<file path="src/design/gput_pkg.sv">
package gput_pkg;

    localparam int OP_W  = 2;
    localparam int SEL_W = 3;
    localparam int DATA_W = 16;
    localparam int CTL_W = 5;
    localparam int PSC_W = 16;

    localparam logic [OP_W-1:0] OP_TICK  = 2'd0;
    localparam logic [OP_W-1:0] OP_WRITE = 2'd1;
    localparam logic [OP_W-1:0] OP_READ  = 2'd2;

    localparam logic [SEL_W-1:0] REG_CTRL   = 3'd0;
    localparam logic [SEL_W-1:0] REG_IER    = 3'd1;
    localparam logic [SEL_W-1:0] REG_STATUS = 3'd2;
    localparam logic [SEL_W-1:0] REG_CNT    = 3'd3;
    localparam logic [SEL_W-1:0] REG_PSC    = 3'd4;
    localparam logic [SEL_W-1:0] REG_ARR    = 3'd5;

    localparam int CTL_EN   = 0;
    localparam int CTL_UDIS = 1;
    localparam int CTL_URS  = 2;
    localparam int CTL_OPM  = 3;
    localparam int CTL_DIR  = 4;

    typedef struct packed {
        logic [OP_W-1:0]   op;
        logic [SEL_W-1:0]  reg_sel;
        logic [DATA_W-1:0] wdata;
    } cmd_t;

    typedef struct packed {
        logic [DATA_W-1:0] rdata;
        logic              irq;
        logic              update_event;
    } rsp_t;

endpackage

</file>
<file path="src/design/gput_if.sv">
interface gput_cmd_if;
    import gput_pkg::*;

    logic              valid;
    logic              ready;
    logic [OP_W-1:0]   op;
    logic [SEL_W-1:0]  reg_sel;
    logic [DATA_W-1:0] wdata;

    modport source (output valid, output op, output reg_sel, output wdata, input ready);
    modport sink   (input valid, input op, input reg_sel, input wdata, output ready);
endinterface

interface gput_rsp_if;
    import gput_pkg::*;

    logic              valid;
    logic              ready;
    logic [DATA_W-1:0] rdata;
    logic              irq;
    logic              update_event;

    modport source (output valid, output rdata, output irq, output update_event, input ready);
    modport sink   (input valid, input rdata, input irq, input update_event, output ready);
endinterface

</file>
<file path="src/design/gput_core.sv">
module gput_core
    import gput_pkg::*;
#(
    parameter int COUNT_WIDTH = 16
)
(
    input  logic clk,
    input  logic rst_n,
    input  logic accept,
    input  cmd_t cmd,
    output rsp_t result
);

    logic [CTL_W-1:0]       ctl_reg, ctl_next;
    logic                   ier_reg, ier_next;
    logic                   flag_reg, flag_next;
    logic [COUNT_WIDTH-1:0] cnt_reg, cnt_next;
    logic [PSC_W-1:0]       psc_cnt_reg, psc_cnt_next;
    logic [PSC_W-1:0]       psc_val_reg, psc_val_next;
    logic [COUNT_WIDTH-1:0] arr_reg, arr_next;

    logic [COUNT_WIDTH+DATA_W-1:0] wdata_ext;
    logic [COUNT_WIDTH+DATA_W-1:0] cnt_ext;
    logic [COUNT_WIDTH+DATA_W-1:0] arr_ext;
    logic [DATA_W-1:0]             rdata;
    logic                          ev;

    assign wdata_ext = {{COUNT_WIDTH{1'b0}}, cmd.wdata};
    assign cnt_ext   = {{DATA_W{1'b0}}, cnt_reg};
    assign arr_ext   = {{DATA_W{1'b0}}, arr_reg};

    always_comb
    begin
        ctl_next     = ctl_reg;
        ier_next     = ier_reg;
        flag_next    = flag_reg;
        cnt_next     = cnt_reg;
        psc_cnt_next = psc_cnt_reg;
        psc_val_next = psc_val_reg;
        arr_next     = arr_reg;
        rdata        = '0;
        ev           = 1'b0;
        unique case (cmd.op)
            OP_TICK:
            begin
                if (ctl_reg[CTL_EN])
                begin
                    if (psc_cnt_reg < psc_val_reg)
                    begin
                        psc_cnt_next = psc_cnt_reg + 1'b1;
                    end
                    else
                    begin
                        psc_cnt_next = '0;
                        if (cnt_reg == arr_reg)
                        begin
                            cnt_next = '0;
                            if (!ctl_reg[CTL_UDIS])
                            begin
                                flag_next = 1'b1;
                                ev        = 1'b1;
                                if (ctl_reg[CTL_OPM])
                                begin
                                    ctl_next[CTL_EN] = 1'b0;
                                end
                            end
                        end
                        else
                        begin
                            cnt_next = cnt_reg + 1'b1;
                        end
                    end
                end
            end
            OP_WRITE:
            begin
                unique case (cmd.reg_sel)
                    REG_CTRL:   ctl_next     = cmd.wdata[CTL_W-1:0];
                    REG_IER:    ier_next     = cmd.wdata[0];
                    REG_STATUS: flag_next    = flag_reg & cmd.wdata[0];
                    REG_CNT:    cnt_next     = wdata_ext[COUNT_WIDTH-1:0];
                    REG_PSC:    psc_val_next = cmd.wdata;
                    REG_ARR:    arr_next     = wdata_ext[COUNT_WIDTH-1:0];
                    default:    ;
                endcase
            end
            OP_READ:
            begin
                unique case (cmd.reg_sel)
                    REG_CTRL:   rdata = {{(DATA_W-CTL_W){1'b0}}, ctl_reg};
                    REG_IER:    rdata = {{(DATA_W-1){1'b0}}, ier_reg};
                    REG_STATUS: rdata = {{(DATA_W-1){1'b0}}, flag_reg};
                    REG_CNT:    rdata = cnt_ext[DATA_W-1:0];
                    REG_PSC:    rdata = psc_val_reg;
                    REG_ARR:    rdata = arr_ext[DATA_W-1:0];
                    default:    rdata = '0;
                endcase
            end
            default: ;
        endcase
    end

    assign result.rdata        = rdata;
    assign result.irq          = flag_next & ier_next;
    assign result.update_event = ev;

    always_ff @(posedge clk or negedge rst_n)
    begin
        if (!rst_n)
        begin
            ctl_reg     <= '0;
            ier_reg     <= 1'b0;
            flag_reg    <= 1'b0;
            cnt_reg     <= '0;
            psc_cnt_reg <= '0;
            psc_val_reg <= '0;
            arr_reg     <= '1;
        end
        else if (accept)
        begin
            ctl_reg     <= ctl_next;
            ier_reg     <= ier_next;
            flag_reg    <= flag_next;
            cnt_reg     <= cnt_next;
            psc_cnt_reg <= psc_cnt_next;
            psc_val_reg <= psc_val_next;
            arr_reg     <= arr_next;
        end
    end

    a_event_sets_flag: assert property (@(posedge clk) disable iff (!rst_n)
        accept && result.update_event |=> flag_reg && cnt_reg == '0)
        else $error("update event did not set flag and clear counter");

    a_disabled_tick_holds: assert property (@(posedge clk) disable iff (!rst_n)
        accept && cmd.op == OP_TICK && !ctl_reg[CTL_EN] |=> $stable(cnt_reg)
            && $stable(psc_cnt_reg) && $stable(flag_reg))
        else $error("disabled tick changed timer state");

    a_opm_stops: assert property (@(posedge clk) disable iff (!rst_n)
        accept && result.update_event && ctl_reg[CTL_OPM] |=> !ctl_reg[CTL_EN])
        else $error("one-pulse event left timer enabled");

    a_prescale_holds_cnt: assert property (@(posedge clk) disable iff (!rst_n)
        accept && cmd.op == OP_TICK && psc_cnt_reg < psc_val_reg |=> $stable(cnt_reg))
        else $error("counter stepped inside prescale period");

endmodule

</file>
<file path="src/design/general_purpose_upcount_timer.sv">
// Channel  Dir  Payload                         Handshake
// cmd      in   op[1:0] reg_sel[2:0] wdata[15:0] valid/ready
// rsp      out  rdata[15:0] irq update_event    valid/ready
//
// One cmd beat yields one rsp beat; state updates in the accepting cycle.
// The response appears the cycle after the cmd beat, from the output register.
// Throughput is one beat per cycle; cmd.ready = !rsp.valid || rsp.ready.
// A stalled rsp holds its beat and blocks cmd only while it is full.
// rst_n resets all but the rsp payload; reload to all ones, the rest to zero.
module general_purpose_upcount_timer
    import gput_pkg::*;
#(
    parameter int COUNT_WIDTH = 16
)
(
    input  logic        clk,
    input  logic        rst_n,
    gput_cmd_if.sink    cmd,
    gput_rsp_if.source  rsp
);

    cmd_t cmd_beat;
    rsp_t result;
    rsp_t rsp_reg;
    logic rsp_valid_reg, rsp_valid_next;
    logic accept;

    assign cmd_beat.op      = cmd.op;
    assign cmd_beat.reg_sel = cmd.reg_sel;
    assign cmd_beat.wdata   = cmd.wdata;

    assign cmd.ready = !rsp_valid_reg || rsp.ready;
    assign accept    = cmd.valid && cmd.ready;

    gput_core #(
        .COUNT_WIDTH (COUNT_WIDTH)
    ) u_core (
        .clk    (clk),
        .rst_n  (rst_n),
        .accept (accept),
        .cmd    (cmd_beat),
        .result (result)
    );

    always_comb
    begin
        rsp_valid_next = rsp_valid_reg;
        if (accept)
        begin
            rsp_valid_next = 1'b1;
        end
        else if (rsp.ready)
        begin
            rsp_valid_next = 1'b0;
        end
    end

    always_ff @(posedge clk or negedge rst_n)
    begin
        if (!rst_n)
        begin
            rsp_valid_reg <= 1'b0;
        end
        else
        begin
            rsp_valid_reg <= rsp_valid_next;
        end
    end

    always_ff @(posedge clk)
    begin
        if (accept)
        begin
            rsp_reg <= result;
        end
    end

    assign rsp.valid        = rsp_valid_reg;
    assign rsp.rdata        = rsp_reg.rdata;
    assign rsp.irq          = rsp_reg.irq;
    assign rsp.update_event = rsp_reg.update_event;

    a_accept_fills: assert property (@(posedge clk) disable iff (!rst_n)
        accept |=> rsp_valid_reg)
        else $error("accepted beat produced no response");

    a_no_drop: assert property (@(posedge clk) disable iff (!rst_n)
        rsp_valid_reg && !rsp.ready |-> !accept)
        else $error("cmd accepted over a stalled response");

    a_drain: assert property (@(posedge clk) disable iff (!rst_n)
        rsp_valid_reg && rsp.ready && !accept |=> !rsp_valid_reg)
        else $error("response repeated after it was taken");

endmodule

</file>
<file path="src/flat_wrapper.sv">
// flat-port wrapper written by rule: the top's interface ports become plain ports
module general_purpose_upcount_timer_flat import gput_pkg::*;
#(
    parameter int COUNT_WIDTH = 16
)
  (clk, rst_n, cmd_valid, cmd_op, cmd_reg_sel, cmd_wdata, cmd_ready, rsp_valid, rsp_rdata, rsp_irq, rsp_update_event, rsp_ready);
  gput_cmd_if cmd_i ();
  gput_rsp_if rsp_i ();
  input  logic clk;
  input  logic rst_n;
  input wire logic [$bits(cmd_i.valid)-1:0] cmd_valid;
  input wire logic [$bits(cmd_i.op)-1:0] cmd_op;
  input wire logic [$bits(cmd_i.reg_sel)-1:0] cmd_reg_sel;
  input wire logic [$bits(cmd_i.wdata)-1:0] cmd_wdata;
  output wire logic [$bits(cmd_i.ready)-1:0] cmd_ready;
  output wire logic [$bits(rsp_i.valid)-1:0] rsp_valid;
  output wire logic [$bits(rsp_i.rdata)-1:0] rsp_rdata;
  output wire logic [$bits(rsp_i.irq)-1:0] rsp_irq;
  output wire logic [$bits(rsp_i.update_event)-1:0] rsp_update_event;
  input wire logic [$bits(rsp_i.ready)-1:0] rsp_ready;
  assign cmd_i.valid = cmd_valid;
  assign cmd_i.op = cmd_op;
  assign cmd_i.reg_sel = cmd_reg_sel;
  assign cmd_i.wdata = cmd_wdata;
  assign cmd_ready = cmd_i.ready;
  assign rsp_valid = rsp_i.valid;
  assign rsp_rdata = rsp_i.rdata;
  assign rsp_irq = rsp_i.irq;
  assign rsp_update_event = rsp_i.update_event;
  assign rsp_i.ready = rsp_ready;
  general_purpose_upcount_timer #(.COUNT_WIDTH(COUNT_WIDTH)) u_core (.clk(clk), .rst_n(rst_n), .cmd(cmd_i), .rsp(rsp_i));
endmodule
</file>
<file path="config.mk">
export PLATFORM = sky130hd
export DESIGN_NAME = general_purpose_upcount_timer_flat
export DESIGN_NICKNAME = d
export VERILOG_FILES = /design/src/design/gput_pkg.sv /design/src/design/gput_if.sv /design/src/design/gput_core.sv /design/src/design/general_purpose_upcount_timer.sv /design/src/flat_wrapper.sv
export SDC_FILE = /design/constraint.sdc
export NUM_CORES = 1
export LEC_CHECK = 0
export BUFFER_PORTS_ARGS = -buffer_cell sky130_fd_sc_hd__clkbuf_2
export CORE_AREA = 5 5 81 157
export CTS_BUF_LIST = sky130_fd_sc_hd__clkbuf_16
export CTS_CLUSTER_SIZE = 14
export DETAILED_ROUTE_END_ITERATION = 10
export DIE_AREA = 0 0 86 162
export PLACE_DENSITY = 0.67
export SLEW_MARGIN = 20
export SYNTH_ARGS = -nofsm -noshare
export SYNTH_HDL_FRONTEND = slang
export SYNTH_SLANG_ARGS = --single-unit
export TNS_END_PERCENT = 30
</file>
<file path="constraint.sdc">
create_clock -name clk -period 5.2 [get_ports clk]
set_input_delay 0.26 -clock clk [delete_from_list [all_inputs] [get_ports clk]]
set_output_delay 0.26 -clock clk [all_outputs]
set_load 0.02 [all_outputs]
</file>
==> results of run 1 <==
[final cells by class]
class / count / area, sq um
multi-input cells: 385 / 2856
fillers: 1035 / 5306
well taps: 142 / 177.7
flip-flops and latches: 90 / 2362
inverters: 26 / 97.59
clock buffers: 9 / 225.2
repair buffers: 48 / 250.2
clock inverters: 7 / 78.83
[power by group through the flow]
stage | Clock [W] | Combinational, W | Sequential (W)
after floorplan | 0 | 0.000411 | 0.000911
after global placement | 0 | 0.000509 | 0.000943
final | 0.000680 | 0.000530 | 0.000938
after detailed placement | 0 | 0.000527 | 0.000950
after global routing | 0.000720 | 0.000586 | 0.000954
after CTS | 0.000689 | 0.000530 | 0.000937
[cells in the final DEF (no fill, tap or decap), types with 3 or more instances in the layout]
master	synthesis	final
sky130_fd_sc_hd__a21oi_1	18	18
sky130_fd_sc_hd__a22o_1	12	12
sky130_fd_sc_hd__a22oi_1	37	37
sky130_fd_sc_hd__a31oi_1	4	4
sky130_fd_sc_hd__a32oi_1	4	4
sky130_fd_sc_hd__and2_1	6	6
sky130_fd_sc_hd__and3_1	8	8
sky130_fd_sc_hd__buf_4	2	4
sky130_fd_sc_hd__clkbuf_16	0	9
sky130_fd_sc_hd__clkbuf_2	0	43
sky130_fd_sc_hd__dfrtp_1	56	56
sky130_fd_sc_hd__dfstp_2	16	16
sky130_fd_sc_hd__edfxtp_1	18	18
sky130_fd_sc_hd__ha_1	17	17
sky130_fd_sc_hd__inv_1	26	29
sky130_fd_sc_hd__mux2_2	36	36
sky130_fd_sc_hd__mux2i_1	8	8
sky130_fd_sc_hd__nand2_1	32	32
sky130_fd_sc_hd__nand2b_1	7	7
sky130_fd_sc_hd__nand3_1	30	30
sky130_fd_sc_hd__nand4_1	9	9
sky130_fd_sc_hd__nor2_1	28	28
sky130_fd_sc_hd__nor2b_1	4	3
sky130_fd_sc_hd__nor3_1	15	15
sky130_fd_sc_hd__nor3b_1	5	5
sky130_fd_sc_hd__nor4_1	14	14
sky130_fd_sc_hd__nor4b_1	3	3
sky130_fd_sc_hd__o211ai_1	8	8
sky130_fd_sc_hd__o211ai_2	10	10
sky130_fd_sc_hd__o21ai_0	10	10
sky130_fd_sc_hd__o22a_1	4	4
sky130_fd_sc_hd__or2_2	3	3
sky130_fd_sc_hd__or3_1	3	3
sky130_fd_sc_hd__xnor2_1	9	9
sky130_fd_sc_hd__xor2_1	16	16
[per-stage QoR]
| stage | hold WS (ns) | utilization (%) | cells | worst slack, ns | area (sq um) |
|---|---|---|---|---|---|
| floorplan | -0.03559 | - | 546 | 2.870 | 5533 |
| global placement | 0.4929 | 50.59 | 691 | 2.033 | 5744 |
| detailed placement | 0.5001 | 50.59 | 691 | 2.036 | 5744 |
| CTS | 0.1795 | 53.27 | 707 | 2.030 | 6048 |
| global route | 0.1999 | 53.27 | 707 | 1.880 | 6048 |
| finish | 0.1272 | 53.27 | 707 | 1.988 | 6048 |
[path summary, 6_finish.rpt]
kind	startpoint	endpoint	slack, ns
max	u_core.u_core.psc_cnt_reg[1]$_DFFE_PN0P_	u_core.u_core.cnt_reg[1]$_DFFE_PN0P_	1.99
min in group clk	cmd_valid	u_core.rsp.valid$_DFFE_PN0P_	0.18
min	rst_n	u_core.u_core.psc_cnt_reg[3]$_DFFE_PN0P_	0.13
max in group asynchronous	rst_n	u_core.u_core.psc_cnt_reg[13]$_DFFE_PN0P_	4.44
min reg2reg	u_core.u_core.ctl_reg[2]$_DFFE_PN0P_	u_core.u_core.ctl_reg[2]$_DFFE_PN0P_	0.52
max reg2reg	u_core.u_core.psc_cnt_reg[1]$_DFFE_PN0P_	u_core.u_core.cnt_reg[1]$_DFFE_PN0P_	1.99
[kinds of logic after synthesis]
logic type / after synthesis / synth area share [%]
xor+xnor: 25 / 3.957
simple gates: 174 / 16.51
compound gates: 124 / 18.30
buf+inv: 71 / 5.721
fa+ha+maj: 17 / 3.844
flops: 90 / 42.70
mux: 45 / 8.978
[metal layers]
metal | track usage [%] | part of all wire [%] | up-vias
li1 | - | - | 2052
met1 | 24.11 | 38 | 2167
met2 | 37.42 | 54 | 141
met3 | 3.401 | 3.8 | 38
met4 | 11.96 | 4.0 | 0
met5 | 0 | 0 | -
[Yosys cell counts, drive strengths merged (2+ instances only)]
cell,count
and4,2
a31oi,4
buf,25
edfxtp,18
nand3,30
and3,8
nand2,33
nor4b,3
ha,17
a21oi,19
a21o,2
dfrtp,56
nand2b,7
a2111oi,3
xor2,16
or3,3
nor4,14
or2,3
nand4,9
clkbuf,20
o22a,4
inv,26
dfstp,16
and2,6
nor2,28
o21ai,10
mux2,37
a22o,12
mux2i,8
a32oi,5
nor3,15
xnor2,9
nor3b,5
nor2b,4
a22oi,37
o211ai,18
==> flow_results.org, run 1 <==
** Synthesis
- Syn_nets :: 588
- Synthesis instantiated 60 different standard cells from the library.
- Top cells by area, synth :: sky130_fd_sc_hd__dfrtp_1 (25%), sky130_fd_sc_hd__edfxtp_1 (9.8%), sky130_fd_sc_hd__dfstp_2 (7.6%)
- Of all flip-flops after synthesis, the portion carrying an async set or reset was 80.00%.
- In the synthesized netlist the dominant register cell turns out to be sky130_fd_sc_hd__dfrtp_1.
- The top cell type by area accounts for approximately a quarter of the synthesized area.
- In this run, synthesis produced a sequential element count of 90.
- Total of warnings raised by yosys :: 0
- Synthesis produced 546 cells.
- Mean instance size in the synthesized netlist :: 10.13 sq um
- Number of synthesized flops with an enable pin :: 18
- The cell area that synthesis handed to floorplanning was about 5500 sq um.
- Part of the Yosys area used for sequential elements :: 42.70%
- Cell type with the largest total area after synthesis :: sky130_fd_sc_hd__dfrtp_1

** GRT
- The total overflow left after global routing is 0.
- Number of antenna violations at the first check in global routing :: 0
- Global routing consumed, over all layers together, about a fifth of the routing resources.
- Wire length of the first global-routing pass :: 23.43 mm
- Entering global routing, the biggest net connects 73 pins.
- Vias in the first global route :: 4,529

** Final layout
- The net count of the finished layout is 602.
- Antenna diode instance count :: 0
- The area growth from synthesis to layout is 9.317%.
- Share of layout cells above drive strength 1 :: 23.72%

** Die
- Die outline height :: 162 microns
- The die is between 80 and 90 microns wide.
- Die ar. :: approximately 14,000 sq um
- Total core area :: 11,350 sq um
- The initial utilization of the core area, before any placement, comes to 48.73%.
- Number of standard-cell rows in the floorplan :: 55
- In this run the count of I/O pins placed on the die edge is 45.

** Timing
- The count of pins over their slew limit is 0.
- Post-Route Setup TNS :: 0 ns
- Setup violations remaining at the end of the flow were counted as 0.
- The worst path uses 61.77% of the clock period.
- Setup repair after global routing left no endpoint under its margin.
- Final Hold Fails :: 0
- On the final layout, the worst clock skew is 0.003824 ns.
- Relative max-transition margin :: between 30% and 40%
- Transition at the pin with the smallest max-transition slack :: 0.9447 ns
- Timing would allow up to ~0.31 GHz.
- Fin crit period :: 3.212 ns

** Pwr
- Power spread over the standard cell area amounts to 355.2 nW/um^2.
- In this run the static leakage power is 2.475 nW.
- Overall power of the completed layout :: 0.002148 W
- For this design the total switching power over the nets is between 0.0006 and 0.0007 W.
- Switching part of the total power :: 31.94%
- Clock share of power :: 31.7%
- Register share of total power :: 43.7%
- IR analysis of the VDD net gives a maximum drop of 0.1860 mV.
- Relative contribution of combinational cells to total power :: about a quarter
- Internal power comes to 0.001462 W.

** Worst setup path
- Critical path capture point type :: register
- The largest single stage delay on the critical path is 0.80 ns.
- The slowest stage of the critical path is the sky130_fd_sc_hd__a32oi_4 cell.
- The critical path is of the reg -> reg type.
- Required time at the worst-slack endpoint :: 5.42 ns
- Cell-by-cell listing of the critical path :: ha_1 -> a2111o_1 -> a32oi_4 -> a21o_1 -> mux2_1
- Cells on worst reg2reg path :: 5
- Of all nets on the critical path, the largest fanout is 24.
- Among cell families on the critical path, the largest total delay comes from compound AO/OA/AOI/OAI gates.
- Number of gates on the worst path with buffers counted :: 5
- Element type at the critical path start :: register
- Arrival time at the worst endpoint :: around 3.4 ns
- The critical path contains buffers and inverters numbering 0 combined.

** CTS
- Once the clock tree was built, the setup fixing pass inserted 0 buffers.
- After clock tree synthesis, the repair step resized 0 gates.
- Clock latency on the worst-skew pair :: 0.34 ns
- The clock net in this run drives a total of 90 sinks.
- TritonCTS built the clock tree.
- Post-CTS Hold Buffers :: 0
- The H-tree was split into 3 levels.
- Root buf cell :: sky130_fd_sc_hd__clkbuf_16
- TritonCTS Buffers :: 9
- No sink is reached through more buffers than the 2 on the longest clock path.
- Worst-path clk slew :: around 0.06 ns

** Drt
- The routed layout has 4,398 vias.
- Number of detailed-route iterations in the first pass :: 5
- DRC marker count from the first detailed-route iteration :: 293
- Total wire length :: 14.23 mm
- Once detail routing completed, the nets flagged for antenna violations numbered 0.
- In the routed design, unresolved DRC markers number 0.
- Dividing the detail-routed wire length by the instance count gives slightly above 20 microns.
- Ratio of routed vias to standard cells :: 6.221

** Min path
- The path class of the tightest hold or removal check is in -> async.

** Placed design
- Buffers placed on the I/O ports in this run total 44.
- Placer's final routability congestion estimate :: 0.8834
- Placed wire-length estimate :: 10.50 mm

** Status
- Outcome :: completed

** Run
- Number of max-cap violations :: 0
(Power assumes the default switching activity.)
==> run 2, diff against run 1 <==
--- a/config.mk
+++ b/config.mk
@@ -5,12 +5,13 @@
 export SDC_FILE = /design/constraint.sdc
 export NUM_CORES = 1
 export LEC_CHECK = 0
+export ABC_AREA = 1
 export BUFFER_PORTS_ARGS = -buffer_cell sky130_fd_sc_hd__clkbuf_2
-export CORE_AREA = 5 5 81 157
+export CORE_AREA = 5 5 79 153
 export CTS_BUF_LIST = sky130_fd_sc_hd__clkbuf_16
 export CTS_CLUSTER_SIZE = 14
 export DETAILED_ROUTE_END_ITERATION = 10
-export DIE_AREA = 0 0 86 162
+export DIE_AREA = 0 0 84 158
 export PLACE_DENSITY = 0.67
 export SLEW_MARGIN = 20
 export SYNTH_ARGS = -nofsm -noshare
==> constraint.sdc (replaced) <==
create_clock -name clk -period 3.21 [get_ports clk]
set_input_delay 0.1605 -clock clk [delete_from_list [all_inputs] [get_ports clk]]
set_output_delay 0.1605 -clock clk [all_outputs]
set_load 0.02 [all_outputs]
==> flow_results.org, run 2 <==
** Status
- Outcome: completed (unchanged).

** GRT
- The total grt overflow is 0 (unchanged).
- The wire length of the first global-routing pass came to 23.93 mm (was 23.43 mm).
- The initial antenna violation count is 0 (unchanged).
- Total track usage :: 22.87% (was 21.37%)
- Pin count of the biggest net entering global routing :: 45 (was 73)
- The number of global-route vias before repair came to 4,844 (was 4,529).

** Synthesis
- Post-Synth Simple-Gate Area :: 27.26% (was 16.51%)
- Cell type with the largest total area after synthesis :: sky130_fd_sc_hd__dfrtp_1 (unchanged)
- The sequential element share of the synthesized area was 45.03% (was 42.70%).
- Most used standard cells in the synthesized netlist :: sky130_fd_sc_hd__nand2_1 (219), sky130_fd_sc_hd__inv_1 (106), sky130_fd_sc_hd__o21ai_0 (59) (was sky130_fd_sc_hd__dfrtp_1 (56), sky130_fd_sc_hd__a22oi_1 (37), sky130_fd_sc_hd__mux2_2 (36))
- Top cells by area, synth: sky130_fd_sc_hd__dfrtp_1 (27%), sky130_fd_sc_hd__nand2_1 (16%), sky130_fd_sc_hd__edfxtp_1 (10%) (was sky130_fd_sc_hd__dfrtp_1 (25%), sky130_fd_sc_hd__edfxtp_1 (9.8%), sky130_fd_sc_hd__dfstp_2 (7.6%)).
- Commonest register cell after synthesis :: sky130_fd_sc_hd__dfrtp_1 (unchanged)
- The number of synthesized register bits was 90 (unchanged).
- The mean instance size in the synthesized netlist was 7.549 sq um (was 10.13 sq um).
- Leading cell type by number of instances after synthesis :: sky130_fd_sc_hd__nand2_1 (was sky130_fd_sc_hd__dfrtp_1)
- The combinational family with the most area after synthesis is simple AND/OR/NAND/NOR gates (was compound AO/OA/AOI/OAI gates).
- The net count of the mapped netlist came to 737 (was 588).
- Fraction of the mapped netlist area in compound gates :: 12.02% (was 18.29%)
- The post-synthesis async set-or-reset flop share is 80.00% (unchanged).
- Cell area after synthesis :: 5246 sq um (was 5533 sq um)
- Number of synthesized flops with an enable pin :: 18 (unchanged)
- Area share of the leading cell type in the synthesized netlist :: 26.71% (was 25.33%)
- Post-synthesis mux area share :: 0% (was 8.978%)
- Total of warnings raised by yosys :: 0 (unchanged)
- The synthesized-area fraction occupied by xor and xnor cells came to 2.170% (was 3.957%).
- The fraction of the mapped netlist area in adder cells came to 4.054% (was 3.844%).
- Number of distinct library cells after synthesis :: 40 (was 60)
- Count of mapped cells out of synthesis :: 695 (was 546)

** Worst setup path
- The largest incremental delay on the critical path came to 0.44 ns (was 0.80 ns).
- Arrival time at the worst endpoint :: 2.60 ns (was 3.43 ns)
- The buffer and inverter count on the worst path came to 1 (was 0).
- Required time at the worst-slack endpoint :: 3.49 ns (was 5.42 ns)
- Worst R2R End :: u_core.u_core.cnt_reg[8]$_DFFE_PN0P_ (was u_core.u_core.cnt_reg[1]$_DFFE_PN0P_)
- Critical path capture point type :: register (unchanged)
- The type of element launching the critical path was a register (unchanged).
- Cell-by-cell listing of the critical path: ha_1 -> nand2_1 -> nor4_1 -> nand2_1 -> nand4_1 -> nand2_2 -> inv_2 -> nand2_1 -> nand2_1 (was ha_1 -> a2111o_1 -> a32oi_4 -> a21o_1 -> mux2_1).
- Startpoint-to-endpoint class of the critical path :: reg -> reg (unchanged)
- The worst flop-to-flop path startpoint is u_core.u_core.psc_cnt_reg[13]$_DFFE_PN0P_ (was u_core.u_core.psc_cnt_reg[1]$_DFFE_PN0P_).
- The cell depth of the worst setup path came to 9 (was 5).
- Top cell by count, worst path :: sky130_fd_sc_hd__nand2_1
- Cells on worst reg2reg path :: 9 (was 5)
- The family with the most delay on the worst path is simple AND/OR/NAND/NOR gates (was compound AO/OA/AOI/OAI gates).
- Start point of the critical path :: u_core.u_core.psc_cnt_reg[13]$_DFFE_PN0P_ (was u_core.u_core.psc_cnt_reg[1]$_DFFE_PN0P_)
- The termination of the worst setup path was u_core.u_core.cnt_reg[8]$_DFFE_PN0P_ (was u_core.u_core.cnt_reg[1]$_DFFE_PN0P_).
- Minimum setup slack among reg-to-reg paths :: 0.90 ns (was 1.99 ns)
- The maximum fanout along the worst path is 17 (was 24).
- The cell type of the slowest stage on the worst timing path was sky130_fd_sc_hd__dfrtp_1 (was sky130_fd_sc_hd__a32oi_4).

** Die
- The total die area is 13,270 sq um (was 13,930 sq um).
- Initial cell density of the core :: 48.53% (was 48.73%)
- Chip width :: 84 microns (was 86 microns)
- Die outline height :: 158 microns (was 162 microns)
- Total core area :: 10,810 sq um (was 11,350 sq um)
- The I/O pin count came to 45 (unchanged).
- Number of standard-cell rows in the floorplan :: 54 (was 55)

** Placed design
- The detailed-placement wirelength estimate is 11.17 mm (was 10.50 mm).
- Post-placement worst setup slack :: 0.8891 ns (was 2.036 ns)
- Cell area after placement :: 5605 sq um (was 5744 sq um)
- The quantity of I/O buffers inserted on ports came to 44 (unchanged).
- Cell Count Post-Placement :: 868 (was 691)
- Placer's final routability congestion estimate :: 0.8849 (was 0.8834)

** Timing
- The share of the clock period used by the worst path after layout was 72.00% (was 61.77%).
- Pins over their slew limit :: 0 (unchanged)
- Unrepaired setup endpoints after global routing: no (unchanged).
- The final critical-path setup slack is 0.8989 ns (was 1.988 ns).
- The upper clock frequency limit came to 0.4327 GHz (was 0.3113 GHz).
- Post-Route Setup TNS :: 0 ns (unchanged)
- Fin crit period :: 2.311 ns (was 3.212 ns)
- Clock Skew :: 0.006651 ns (was 0.003824 ns)
- Final count of negative-setup-slack endpoints :: 0 (unchanged)
- Transition at the pin with the smallest max-transition slack :: 0.9502 ns (was 0.9447 ns)
- Final Hold Fails :: 0 (unchanged)
- Relative max-transition margin :: 36.50% (was 37.02%)

** Drt
- The vias after detailed routing was 4,671 (was 4,398).
- The final routed wire length divided by cell count was 16.28 microns (was 20.12 microns).
- DRC marker count from the first detailed-route iteration :: 316 (was 293)
- The routed wire length is 14.41 mm (was 14.23 mm).
- Number of remaining DRC errors :: 0 (unchanged)
- Number of detailed-route iterations in the first pass :: 7 (was 5)
- The via count normalized by instance count came to 5.278 (was 6.221).
- The remaining number of nets flagged by the antenna check after routing came to 0 (unchanged).

** Final layout
- Net count reported at finish :: 782 (was 602)
- Most common library cell in the layout ignoring fill and taps :: sky130_fd_sc_hd__nand2_1 (was sky130_fd_sc_hd__dfrtp_1)
- The layout overhead on the synthesized area was 12.50% (was 9.317%).
- Number of fill cells in the layout :: 1,079 (was 1,035)
- The final standard cell area without fillers is 5902 sq um (was 6048 sq um).
- Share of layout cells above drive strength 1 :: 14.09% (was 23.72%)
- Antenna diode instance count :: 0 (unchanged)
- Leading cell types in the layout, fill and taps excluded: sky130_fd_sc_hd__nand2_1 (219), sky130_fd_sc_hd__inv_1 (107), sky130_fd_sc_hd__o21ai_0 (59) (was sky130_fd_sc_hd__dfrtp_1 (56), sky130_fd_sc_hd__clkbuf_2 (43), sky130_fd_sc_hd__a22oi_1 (37)).
- Number of standard cells in the final layout excluding fillers :: 885 (was 707)
- Utilization after layout :: 54.59% (was 53.27%)

** Pwr
- The fraction of power consumed by the clock network came to 27.9% (was 31.7%).
- Pwr dens :: 636.6 nW/um^2 (was 355.2 nW/um^2)
- The internal cell power came to 0.002384 W (was 0.001462 W).
- The power dissipated by switching net loads is 0.001373 W (was 0.0006862 W).
- The part of the power in registers came to 44.3% (was 43.7%).
- Cell leakage power :: 2.974 nW (was 2.475 nW)
- Switching part of the total power :: 36.54% (was 31.94%)
- Relative contribution of combinational cells to total power :: 27.8% (was 24.7%)
- The worst voltage drop across the vdd grid came to 0.4978 mV (was 0.1860 mV).

** Min path
- Class of the tightest hold or removal check :: in -> reg (was in -> async)
- In this run the most critical hold path is launched from cmd_wdata[15].

** CTS
- The TritonCTS clock tree is done (unchanged).
- The CTS root buffer was sky130_fd_sc_hd__clkbuf_16 (unchanged).
- The number of CTS-inserted buffers came to 9 (unchanged).
- The maximum level of the CTS H-tree was 3 (unchanged).
- The CTS clock-pin slew for the worst setup and hold paths came to 0.06 ns (about the same).
- CTS Buffer Depth :: 2 (unchanged)
- Clock latency on the worst-skew pair :: 0.35 ns (was 0.34 ns)
- Number of sinks driven by the clock tree :: 90 (unchanged)

** Run
- The number of max-cap violations is 0 (unchanged).
==> run 2: power by group through the flow <==
stage                     clock (W)  sequential [W]  combinational (W)
after floorplan                   0         0.00161           0.000755
after global placement            0         0.00167            0.00100
after detailed placement          0         0.00168            0.00104
after CTS                   0.00106         0.00166            0.00105
after global routing        0.00111         0.00170            0.00120
final                       0.00105         0.00167            0.00104
==> run 2: timing repair <==
action / in CTS / in global routing
resized for setup: 0 / 0
hold endpoints to repair: 0 / 30
buffers inserted: 0 / 0
hold buffers: 0 / 1
==> run 2: final cells by class <==
class	count	area, sq um	area share (%)
tap	140	175.2	2.968
multi-input combinational	477	2387	40.45
clock inverter	7	58.81	0.9964
timing repair buffer	50	270.3	4.579
sequential	90	2362	40.03
clock buffer	9	225.2	3.816
inverter	112	422.9	7.166
==> run 2: stage by stage <==
stage          power, W  hold slack [ns]
4_1_cts        0.003767          0.03514
3_5_place_dp   0.002712           0.3985
3_3_place_gp   0.002670           0.3990
5_1_grt        0.004010          0.09329
6_report       0.003757          0.06049
2_1_floorplan  0.002365          -0.1351
==> run 2: worst min-delay path, delay by kind of cell <==
kind                   cells  cell delay [ns]
buffers and inverters      2             0.16
AO/OA/AOI/OAI              1             0.08
==> run 2: worst min path at each step <==
stage | end | slack, ns | cells after the start
floorplan | u_core.rsp.valid$_DFFE_PN0P_ | -0.14 | 0
global placement | u_core.u_core.flag_reg$_DFFE_PN0P_ | 0.40 | 1
detailed placement | u_core.u_core.flag_reg$_DFFE_PN0P_ | 0.40 | 1
CTS | u_core.u_core.flag_reg$_DFFE_PN0P_ | 0.04 | 1
global route | u_core.u_core.arr_reg[15]$_DFFE_PN1P_ | 0.09 | 3
finish | u_core.u_core.arr_reg[15]$_DFFE_PN1P_ | 0.06 | 3
==> run 2: logic make-up after synthesis <==
group,after synthesis
simple gates,334
buf+inv,128
compound gates,113
flops,90
fa+ha+maj,17
xor+xnor,13
==> run 2: per-layer routing <==
layer	global-route usage [%]	up-vias	wire length, microns	share of wire (%)
met3	2.396	33	416	2.9
li1	-	2312	-	-
met4	10.28	0	426	3.0
met1	25.53	2219	5665	39
met5	0	-	0	0
met2	43.30	107	7897	55
